File: config.mk
export PLATFORM = sky130hd
export DESIGN_NAME = impact_classifier
export DESIGN_NICKNAME = d
export VERILOG_FILES = /design/src/sv/impc_pkg.sv /design/src/sv/impact_classifier.sv
export SDC_FILE = /design/constraint.sdc
export NUM_CORES = 2
export LEC_CHECK = 0
export BUFFER_PORTS_ARGS = -buffer_cell sky130_fd_sc_hd__clkbuf_2
export CAP_MARGIN = 10
export CORE_UTILIZATION = 60
export CTS_CLUSTER_DIAMETER = 30
export DETAILED_ROUTE_END_ITERATION = 6
export PLACE_DENSITY = 0.8
export RECOVER_POWER = 50
export SETUP_SLACK_MARGIN = 0.02
export SYNTH_ARGS = -nofsm -noshare
export SYNTH_HDL_FRONTEND = slang
export SYNTH_SLANG_ARGS = --single-unit
File: constraint.sdc
create_clock -name clk -period 10.6 [get_ports clk]
set_clock_uncertainty 0.15 [all_clocks]
set_input_delay 0.53 -clock clk [delete_from_list [all_inputs] [get_ports clk]]
set_output_delay 0.53 -clock clk [all_outputs]
set_load 0.02 [all_outputs]
File: src/sv/impc_pkg.sv
`default_nettype none

package impc_pkg;

  localparam int CFG_IDX_W  = 3;
  localparam int CFG_DATA_W = 16;
  localparam int THRESH_W   = 13;
  localparam int ONE_G_W    = 12;
  localparam int BASE_W     = 13;
  localparam int TICKS_W    = 16;
  localparam int TYPE_W     = 4;
  localparam int SEV_W      = 2;
  localparam int REQ_W      = 2;

  // Scaled baselines are five times a 13-bit level.
  localparam int BASE5_W = BASE_W + 3;
  localparam int MULTI_IMPACT_LIMIT = 5;

  localparam logic [THRESH_W-1:0] SEV_THR_RST    = THRESH_W'(2564);
  localparam logic [THRESH_W-1:0] MOD_THR_RST    = THRESH_W'(1282);
  localparam logic [ONE_G_W-1:0]  ONE_G_RST      = ONE_G_W'(256);
  localparam logic [BASE_W-1:0]   BASE_RST       = '0;
  localparam logic [TICKS_W-1:0]  WARN_TICKS_RST = TICKS_W'(10000);
  localparam logic [TICKS_W-1:0]  HOLD_TICKS_RST = TICKS_W'(10000);

  typedef enum logic [REQ_W-1:0] {
    REQ_SAMPLE = 2'd0,
    REQ_TICK   = 2'd1,
    REQ_BUTTON = 2'd2
  } req_t;

  typedef enum logic [SEV_W-1:0] {
    SEV_NONE  = 2'd0,
    SEV_MINOR = 2'd1,
    SEV_MAJOR = 2'd2
  } sev_t;

  typedef enum logic [TYPE_W-1:0] {
    IMP_NONE     = 4'd0,
    IMP_FALL     = 4'd1,
    IMP_COLLAPSE = 4'd2,
    IMP_LANDING  = 4'd3,
    IMP_FRONT    = 4'd4,
    IMP_REAR     = 4'd5,
    IMP_RIGHT    = 4'd6,
    IMP_LEFT     = 4'd7,
    IMP_BLUNT    = 4'd8
  } itype_t;

  typedef enum logic [CFG_IDX_W-1:0] {
    CFG_SEV_THR    = 3'd0,
    CFG_MOD_THR    = 3'd1,
    CFG_ONE_G      = 3'd2,
    CFG_BASE_X     = 3'd3,
    CFG_BASE_Y     = 3'd4,
    CFG_BASE_Z     = 3'd5,
    CFG_WARN_TICKS = 3'd6,
    CFG_HOLD_TICKS = 3'd7
  } cfg_reg_t;

endpackage

`default_nettype wire

File: src/sv/impact_classifier.sv
// Channel  Handshake              Payload
// in       in_valid / in_ready    req_type, accel_x/y/z, button_low
// out      out_valid / out_ready  hit_kind, severity, flags, impact_total
// cfg      cfg_valid / cfg_ready  cfg_index, cfg_wdata (cfg_ready is always high)
//
// One beat is accepted per cycle except while a stall holds in_ready low.
// The stages are input register, axis squares, magnitude and type, result register.
// The three axis squarers have a stage of their own.
// Reset is synchronous and active low; it restores the register defaults.
// Each stage holds while the stage after it is full and stalled, so empty stages keep filling.
`default_nettype none

module impact_classifier #(
  parameter int ACCEL_WIDTH = 13,
  parameter int COUNT_WIDTH = 8,
  parameter int TIMER_WIDTH = 16
) (
  input  wire                             clk,
  input  wire                             rst_n,
  input  wire                             in_valid,
  output logic                            in_ready,
  input  wire  [impc_pkg::REQ_W-1:0]      in_req_type,
  input  wire  signed [ACCEL_WIDTH-1:0]   in_accel_x,
  input  wire  signed [ACCEL_WIDTH-1:0]   in_accel_y,
  input  wire  signed [ACCEL_WIDTH-1:0]   in_accel_z,
  input  wire                             in_button_low,
  output logic                            out_valid,
  input  wire                             out_ready,
  output logic [impc_pkg::TYPE_W-1:0]     out_hit_kind,
  output logic [impc_pkg::SEV_W-1:0]      out_severity,
  output logic                            out_major_started,
  output logic                            out_warning_led_on,
  output logic                            out_blink_on,
  output logic                            out_doctor_led_on,
  output logic                            out_cancelled,
  output logic                            out_cleared,
  output logic [COUNT_WIDTH-1:0]          out_impact_total,
  input  wire                             cfg_valid,
  output logic                            cfg_ready,
  input  wire  [impc_pkg::CFG_IDX_W-1:0]  cfg_index,
  input  wire  [impc_pkg::CFG_DATA_W-1:0] cfg_wdata
);
  import impc_pkg::*;

  localparam int DW   = ((ACCEL_WIDTH > 13) ? ACCEL_WIDTH : 13) + 1;
  localparam int SQW  = 2 * DW;
  localparam int M2W  = SQW + 2;
  localparam int CW   = (DW > BASE5_W) ? DW : BASE5_W;
  localparam int TSQW = 2 * THRESH_W;

  // Configuration registers.
  logic [THRESH_W-1:0] sev_thr_r, mod_thr_r;
  logic [ONE_G_W-1:0]  one_g_r;
  logic [BASE_W-1:0]   base_x_r, base_y_r, base_z_r;
  logic [TICKS_W-1:0]  warn_ticks_r, hold_ticks_r;
  logic [TSQW-1:0]     sev_sq_r, mod_sq_r;

  assign cfg_ready = 1'b1;

  always_ff @(posedge clk) begin
    if (!rst_n) begin
      sev_thr_r    <= SEV_THR_RST;
      mod_thr_r    <= MOD_THR_RST;
      one_g_r      <= ONE_G_RST;
      base_x_r     <= BASE_RST;
      base_y_r     <= BASE_RST;
      base_z_r     <= BASE_RST;
      warn_ticks_r <= WARN_TICKS_RST;
      hold_ticks_r <= HOLD_TICKS_RST;
    end else if (cfg_valid) begin
      unique case (cfg_reg_t'(cfg_index))
        CFG_SEV_THR:    sev_thr_r    <= cfg_wdata[THRESH_W-1:0];
        CFG_MOD_THR:    mod_thr_r    <= cfg_wdata[THRESH_W-1:0];
        CFG_ONE_G:      one_g_r      <= cfg_wdata[ONE_G_W-1:0];
        CFG_BASE_X:     base_x_r     <= cfg_wdata[BASE_W-1:0];
        CFG_BASE_Y:     base_y_r     <= cfg_wdata[BASE_W-1:0];
        CFG_BASE_Z:     base_z_r     <= cfg_wdata[BASE_W-1:0];
        CFG_WARN_TICKS: warn_ticks_r <= cfg_wdata[TICKS_W-1:0];
        CFG_HOLD_TICKS: hold_ticks_r <= cfg_wdata[TICKS_W-1:0];
        default: ;
      endcase
    end
  end

  // The squared thresholds follow their registers in the next cycle.
  always_ff @(posedge clk) begin
    sev_sq_r <= TSQW'(sev_thr_r) * TSQW'(sev_thr_r);
    mod_sq_r <= TSQW'(mod_thr_r) * TSQW'(mod_thr_r);
  end

  // Pipeline flow control.
  logic a_v_r, b_v_r, c_v_r, out_v_r;
  logic o_rdy, c_rdy, b_rdy;
  logic a_load, b_load, c_load, d_load;

  assign o_rdy    = !out_v_r || out_ready;
  assign c_rdy    = !c_v_r || o_rdy;
  assign b_rdy    = !b_v_r || c_rdy;
  assign in_ready = !a_v_r || b_rdy;
  assign a_load   = in_valid && in_ready;
  assign b_load   = a_v_r && b_rdy;
  assign c_load   = b_v_r && c_rdy;
  assign d_load   = c_v_r && o_rdy;

  always_ff @(posedge clk) begin
    if (!rst_n) begin
      a_v_r   <= 1'b0;
      b_v_r   <= 1'b0;
      c_v_r   <= 1'b0;
      out_v_r <= 1'b0;
    end else begin
      a_v_r   <= a_load || (a_v_r && !b_load);
      b_v_r   <= b_load || (b_v_r && !c_load);
      c_v_r   <= c_load || (c_v_r && !d_load);
      out_v_r <= d_load || (out_v_r && !out_ready);
    end
  end

  // Input register.
  logic [REQ_W-1:0]              a_req_r;
  logic signed [ACCEL_WIDTH-1:0] a_x_r, a_y_r, a_z_r;
  logic                          a_btn_r;

  always_ff @(posedge clk) begin
    if (a_load) begin
      a_req_r <= in_req_type;
      a_x_r   <= in_accel_x;
      a_y_r   <= in_accel_y;
      a_z_r   <= in_accel_z;
      a_btn_r <= in_button_low;
    end
  end

  // Axis values, magnitudes and squares.
  logic signed [DW-1:0]  ax_w, ay_w, az_w;
  logic signed [SQW-1:0] sqx_w, sqy_w, sqz_w;
  logic [DW-1:0]         aax_w, aay_w, aaz_w;

  assign ax_w  = DW'(a_x_r);
  assign ay_w  = DW'(a_y_r);
  assign az_w  = DW'(a_z_r) - $signed({1'b0, (DW-1)'(one_g_r)});
  assign sqx_w = ax_w * ax_w;
  assign sqy_w = ay_w * ay_w;
  assign sqz_w = az_w * az_w;
  assign aax_w = ax_w[DW-1] ? DW'(-ax_w) : DW'(ax_w);
  assign aay_w = ay_w[DW-1] ? DW'(-ay_w) : DW'(ay_w);
  assign aaz_w = az_w[DW-1] ? DW'(-az_w) : DW'(az_w);

  logic [REQ_W-1:0] b_req_r;
  logic             b_btn_r;
  logic [SQW-1:0]   b_sqx_r, b_sqy_r, b_sqz_r;
  logic [DW-1:0]    b_ax_r, b_ay_r, b_az_r;
  logic             b_sx_r, b_sy_r, b_sz_r;

  always_ff @(posedge clk) begin
    if (b_load) begin
      b_req_r <= a_req_r;
      b_btn_r <= a_btn_r;
      b_sqx_r <= unsigned'(sqx_w);
      b_sqy_r <= unsigned'(sqy_w);
      b_sqz_r <= unsigned'(sqz_w);
      b_ax_r  <= aax_w;
      b_ay_r  <= aay_w;
      b_az_r  <= aaz_w;
      b_sx_r  <= ax_w[DW-1];
      b_sy_r  <= ay_w[DW-1];
      b_sz_r  <= az_w[DW-1];
    end
  end

  // Magnitude tests, grade and type.
  logic [M2W-1:0] m2_w;
  logic           mag_sev_w, mag_mod_w, zdom_w, z_over_g_w;
  logic           x_over_b_w, y_over_b_w, z_over_b_w;
  logic [CW-1:0]  bx5_w, by5_w, bz5_w;
  itype_t         type_w;
  sev_t           sev_w;

  assign m2_w       = M2W'(b_sqx_r) + M2W'(b_sqy_r) + M2W'(b_sqz_r);
  assign mag_sev_w  = m2_w > M2W'(sev_sq_r);
  assign mag_mod_w  = m2_w > M2W'(mod_sq_r);
  assign bx5_w      = CW'({base_x_r, 2'b00}) + CW'(base_x_r);
  assign by5_w      = CW'({base_y_r, 2'b00}) + CW'(base_y_r);
  assign bz5_w      = CW'({base_z_r, 2'b00}) + CW'(base_z_r);
  assign x_over_b_w = CW'(b_ax_r) > bx5_w;
  assign y_over_b_w = CW'(b_ay_r) > by5_w;
  assign z_over_b_w = CW'(b_az_r) > bz5_w;
  assign zdom_w     = (b_az_r > b_ax_r) && (b_az_r > b_ay_r);
  assign z_over_g_w = b_az_r > DW'(one_g_r);

  always_comb begin
    type_w = IMP_NONE;
    sev_w  = SEV_NONE;
    if (req_t'(b_req_r) == REQ_SAMPLE) begin
      if (b_ax_r > DW'(sev_thr_r) || b_ay_r > DW'(sev_thr_r) || b_az_r > DW'(sev_thr_r)) begin
        sev_w = SEV_MAJOR;
      end else if (b_ax_r > DW'(mod_thr_r) || b_ay_r > DW'(mod_thr_r) ||
                   b_az_r > DW'(mod_thr_r)) begin
        sev_w = SEV_MINOR;
      end
      priority if (mag_sev_w && b_sz_r && z_over_g_w && zdom_w) begin
        type_w = IMP_FALL;
      end else if (mag_mod_w && x_over_b_w && y_over_b_w && z_over_b_w) begin
        type_w = IMP_COLLAPSE;
      end else if (mag_sev_w && !b_sz_r && z_over_g_w && zdom_w) begin
        type_w = IMP_LANDING;
      end else if (mag_mod_w && !b_sx_r && x_over_b_w) begin
        type_w = IMP_FRONT;
      end else if (mag_mod_w && b_sx_r && x_over_b_w) begin
        type_w = IMP_REAR;
      end else if (mag_mod_w && !b_sy_r && y_over_b_w) begin
        type_w = IMP_RIGHT;
      end else if (mag_mod_w && b_sy_r && y_over_b_w) begin
        type_w = IMP_LEFT;
      end else if (mag_mod_w) begin
        type_w = IMP_BLUNT;
      end else begin
        type_w = IMP_NONE;
      end
    end
  end

  logic [REQ_W-1:0] c_req_r;
  logic             c_btn_r;
  logic             c_mod_r;
  itype_t           c_type_r;
  sev_t             c_sev_r;

  always_ff @(posedge clk) begin
    if (c_load) begin
      c_req_r  <= b_req_r;
      c_btn_r  <= b_btn_r;
      c_mod_r  <= mag_mod_w;
      c_type_r <= type_w;
      c_sev_r  <= sev_w;
    end
  end

  // Alarm state. It changes only when a result enters the output register,
  // so the level outputs can be taken straight from it.
  logic [COUNT_WIDTH-1:0] minor_cnt_r, minor_cnt_nxt;
  logic                   cd_active_r, cd_active_nxt;
  logic [TIMER_WIDTH-1:0] cd_left_r, cd_left_nxt;
  logic                   hold_active_r, hold_active_nxt;
  logic [TIMER_WIDTH-1:0] hold_left_r, hold_left_nxt;
  logic                   blink_r, blink_nxt;
  logic                   warn_r, warn_nxt;
  logic                   doctor_r, doctor_nxt;
  logic                   started_w, canc_w, clr_w;

  always_comb begin
    minor_cnt_nxt   = minor_cnt_r;
    cd_active_nxt   = cd_active_r;
    cd_left_nxt     = cd_left_r;
    hold_active_nxt = hold_active_r;
    hold_left_nxt   = hold_left_r;
    blink_nxt       = blink_r;
    warn_nxt        = warn_r;
    doctor_nxt      = doctor_r;
    started_w       = 1'b0;
    canc_w          = 1'b0;
    clr_w           = 1'b0;
    unique case (c_req_r)
      REQ_SAMPLE: begin
        if (c_sev_r == SEV_MAJOR) begin
          if (!cd_active_r) begin
            cd_active_nxt = 1'b1;
            cd_left_nxt   = TIMER_WIDTH'(warn_ticks_r);
            started_w     = 1'b1;
          end
          blink_nxt = 1'b1;
        end else if (c_sev_r == SEV_MINOR && minor_cnt_r != '1) begin
          minor_cnt_nxt = minor_cnt_r + 1'b1;
        end
        if (minor_cnt_nxt >= COUNT_WIDTH'(MULTI_IMPACT_LIMIT) && c_mod_r) begin
          doctor_nxt = 1'b1;
        end
      end
      REQ_TICK: begin
        if (cd_active_r) begin
          if (cd_left_r <= TIMER_WIDTH'(1)) begin
            cd_active_nxt = 1'b0;
            cd_left_nxt   = '0;
            blink_nxt     = 1'b0;
            warn_nxt      = 1'b1;
          end else begin
            cd_left_nxt = cd_left_r - 1'b1;
          end
        end
        if (hold_active_r) begin
          if (hold_left_r <= TIMER_WIDTH'(1)) begin
            hold_active_nxt = 1'b0;
            hold_left_nxt   = '0;
            if (c_btn_r) begin
              minor_cnt_nxt = '0;
              doctor_nxt    = 1'b0;
              clr_w         = 1'b1;
            end
          end else begin
            hold_left_nxt = hold_left_r - 1'b1;
          end
        end
      end
      REQ_BUTTON: begin
        if (cd_active_r) begin
          cd_active_nxt = 1'b0;
          cd_left_nxt   = '0;
          blink_nxt     = 1'b0;
          canc_w        = 1'b1;
        end
        if (!hold_active_r) begin
          hold_active_nxt = 1'b1;
          hold_left_nxt   = TIMER_WIDTH'(hold_ticks_r);
        end
      end
      default: ;
    endcase
  end

  always_ff @(posedge clk) begin
    if (!rst_n) begin
      minor_cnt_r   <= '0;
      cd_active_r   <= 1'b0;
      cd_left_r     <= '0;
      hold_active_r <= 1'b0;
      hold_left_r   <= '0;
      blink_r       <= 1'b0;
      warn_r        <= 1'b0;
      doctor_r      <= 1'b0;
    end else if (d_load) begin
      minor_cnt_r   <= minor_cnt_nxt;
      cd_active_r   <= cd_active_nxt;
      cd_left_r     <= cd_left_nxt;
      hold_active_r <= hold_active_nxt;
      hold_left_r   <= hold_left_nxt;
      blink_r       <= blink_nxt;
      warn_r        <= warn_nxt;
      doctor_r      <= doctor_nxt;
    end
  end

  // Result register.
  itype_t out_type_r;
  sev_t   out_sev_r;
  logic   out_started_r, out_canc_r, out_clr_r;

  always_ff @(posedge clk) begin
    if (d_load) begin
      out_type_r    <= c_type_r;
      out_sev_r     <= c_sev_r;
      out_started_r <= started_w;
      out_canc_r    <= canc_w;
      out_clr_r     <= clr_w;
    end
  end

  assign out_valid          = out_v_r;
  assign out_hit_kind       = out_type_r;
  assign out_severity       = out_sev_r;
  assign out_major_started  = out_started_r;
  assign out_cancelled      = out_canc_r;
  assign out_cleared        = out_clr_r;
  assign out_warning_led_on = warn_r;
  assign out_blink_on       = blink_r;
  assign out_doctor_led_on  = doctor_r;
  assign out_impact_total   = minor_cnt_r;

endmodule

`default_nettype wire

==> results.md <==
- Status: finished with violations
- Failing checks: max-capacitance violations, max-slew violations
- Maxcap violations: 6
- DRT iter0 DRCs: 2733
- Post-synthesis sequential area ratio: 19.6%
- Vias in the first global route: ~39000
- CTS max path bufs: 3
- Layout cells sized above 1: 4.93%
- Drt total wl: 124 mm
- Crit path depth: 30
- Final Hold Viols: 0
- CP max FO: 10
- Final Net Count: 6757
- Reg2reg start: one_g_r[1]
- Final Cell Area: between 50000 and 60000 um^2
- Crit path capture: b_sqz_r[26]
- Share of the synthesized area in the top cell type: roughly 28%
- RePlAce Congestion: 0.961
- Commonest non-fill, non-tap cell in the layout: inv_1
- Worst-path clk slew: about 50 ps
- Relative slew slack: -138%
- TritonCTS clock tree: built
- Antenna violations before repair: 1
- Critical path class: register to register
- H-Tree Depth: 3
- Fin crit period: 9050 ps
- First-pass GRT wire length: 200 mm
- Number of synthesized flops with an enable pin: about 180
- CP bufs+invs: 5
- Clk sinks: 391
- Max frequency: 0.110 GHz
- Syn avg cell area: 9.43 um^2
- Total negative slack: 0 ps
- CTS resizes: 0
- Max stage delay on crit path: between 700 and 800 ps
- Fin crit share: 85.4%
- Row count: 104
- GR Util All Layers: between 30% and 40%
- Core area: 80900 um^2
- GRT overflow: 0
- Placed Area: 50900 um^2
- Synth area leader: fa_1
- Die X: 289 um
- Min-Delay Path Class: input pin to register
- Final setup fails: 0
- Crit. Startpoint: one_g_r[1]
- Global routing usage on met2: between 50% and 60%
- CTS Buf Count: 88
- Crit path launch type: register
- GRT met3 Usage: 5.53%
- RR Endpoint: b_sqz_r[26]
- Most common cell on crit path: fa_1
- Vias: 37590
- Dpl hpwl: 95.5 mm
- Top Usage Layer GRT: met2
- Non-Filler Instances: 6494
- Fin. max-slew vios: 270
- Die Ht: 289 um
- Root buf cell: clkbuf_16
- Area grow syn2layout: 10.4%
- Ys async rst share: 0%
- Commonest non-fill, non-tap cells in the layout: 964 x inv_1, 690 x fa_1, 642 x ha_1, 523 x nand2_1, 327 x nor2_1
- Netlist Area Pre-Place: between 40000 and 50000 um^2
- DIE AREA: between 80000 and 90000 um^2
- RSZ-0062 raised after global routing: false
- Hold path startpoint: out_ready
- Worst Path Arrival: 9300 ps
- Via/cell ratio: around 5.8
- Final antenna-violating net count: 0
- DRC Markers: 0
- Pin count of the biggest net entering global routing: 85
- FF-to-FF setup slack: 1550 ps
- Port buffer count: 87
- FF+latch count, synth: 391
- Synth Instances: 5236
- DR WL/cell: 19.2 um
- TritonRoute pass-1 iters: 6
- Crit-path slowest cell: xnor2_1
- Reg2reg path depth: 30
- WP data required: 10840 ps
- Tightest Pin Transition: 3580 ps
- Cell family contributing the most delay on the critical path: adder cells
- Library cells used by synthesis: 86
- Initial Util: 61.0%
- Met1 Use GR: a little under two fifths
- Placed insts: 6283
- Number of diodes: 0
- Skew-Pair Late Insertion Delay: 670 ps
- Crit end category: register
- Post-CTS Setup Bufs: 0
- Ys Warns: 0
- Hold-fix buffers, CTS: between 40 and 50
- # IOs: 89
- Post-synth top flop: dfxtp_1
- Synth top area cells: fa_1 28%, ha_1 16%, edfxtp_1 11%
==> registers in the layout, summed over array words and instances (netlist names), 4 cells and up <==
name              cells
hold_ticks_r         16
sev_sq_r             25
b_sqz_r              27
c_type_r              4
out_impact_total      8
one_g_r              12
base_x_r             13
base_z_r             13
out_hit_kind          4
b_sqy_r              25
mod_sq_r             25
a_x_r                13
sev_thr_r            13
a_y_r                13
b_sqx_r              25
a_z_r                13
b_az_r               13
cd_left_r            16
mod_thr_r            13
b_ay_r               13
b_ax_r               13
base_y_r             13
hold_left_r          16
warn_ticks_r         16
==> how the worst min path moves through the flow <==
stage                                 end  cells past startpoint
after floorplan                   b_btn_r                      0
after global placement    out_hit_kind[3]                      0
after detailed placement  out_hit_kind[1]                      0
after CTS                       out_valid                      3
after global routing            out_valid                      3
final                           out_valid                      3
==> synthesized netlist by cell type (all sizes together), types with 7 or more instances <==
library cell and n:
edfxtp 183, o211ai 23, dfxtp 208, a21boi 68, o211a 12, nand2 523
a2111oi 7, xor2 80, a21o 97, nor2b 72, o21ai 149, a211oi 21
a31oi 21, nor3 69, o31ai 16, nor2 327, and3 27, a21oi 213
nor4 22, a22oi 22, buf 14, o21bai 23, or3 17, o221ai 11
o41ai 7, clkbuf 113, a31o 7, ha 642, clkinv 17, xnor2 166
or2 13, nand2b 40, nand3 68, and2 97, o21a 43, fa 690
inv 973, nand4 47
==> metrics by stage <==
stage               utilization (%)  setup slack [ps]  hold WS [ps]
floorplan                         -              20.4           250
global placement               62.8              2060           255
detailed placement             62.8              1750           255
CTS                            67.5              1690          29.2
global route                   67.4              1020          58.6
finish                         67.4              1550          49.0
==> layer usage <==
metal	routed length, um	share of wire [%]
met1	47500	38
met4	6440	5.2
met2	60600	49
met5	13	0.010
met3	9830	7.9
==> worst reg2reg max path, delay by kind of cell, from the launching register on <==
family                     cells  cell delay (ps)
AOI/OAI and AO/OA             10             2250
xor gates and xnor gates       2              910
adders and majority gates      8             3390
buffers and inverters          5              900
DFF                            1              390
and+or+nand+nor                5              790
==> kinds of logic (layout without fill, tap and decap cells) <==
logic type                 Yosys count  in the layout  synth area share [%]
AOI/OAI and AO/OA                  793            793                  10.5
xor gates and xnor gates           246            246                  4.36
adders and majority gates         1332           1332                  44.2
buffers and inverters             1117           1311                  8.57
DFF                                391            391                  19.6
muxes                                9              9                 0.198
other                                2              6                0.0152
and+or+nand+nor                   1346           1346                  12.5
==> cell type report <==
class	count	area, um^2
clock buffers	92	2220
clock inverters	73	1080
fillers	6152	26400
inverters	990	3720
multi-input cells	3732	35600
flip-flops and latches	391	9660
well taps	1060	1330
repair buffers	156	990
Power is left out: the tool's default activity adds up to more than one toggle a clock period on the data nets, which glitch-free logic cannot reach.
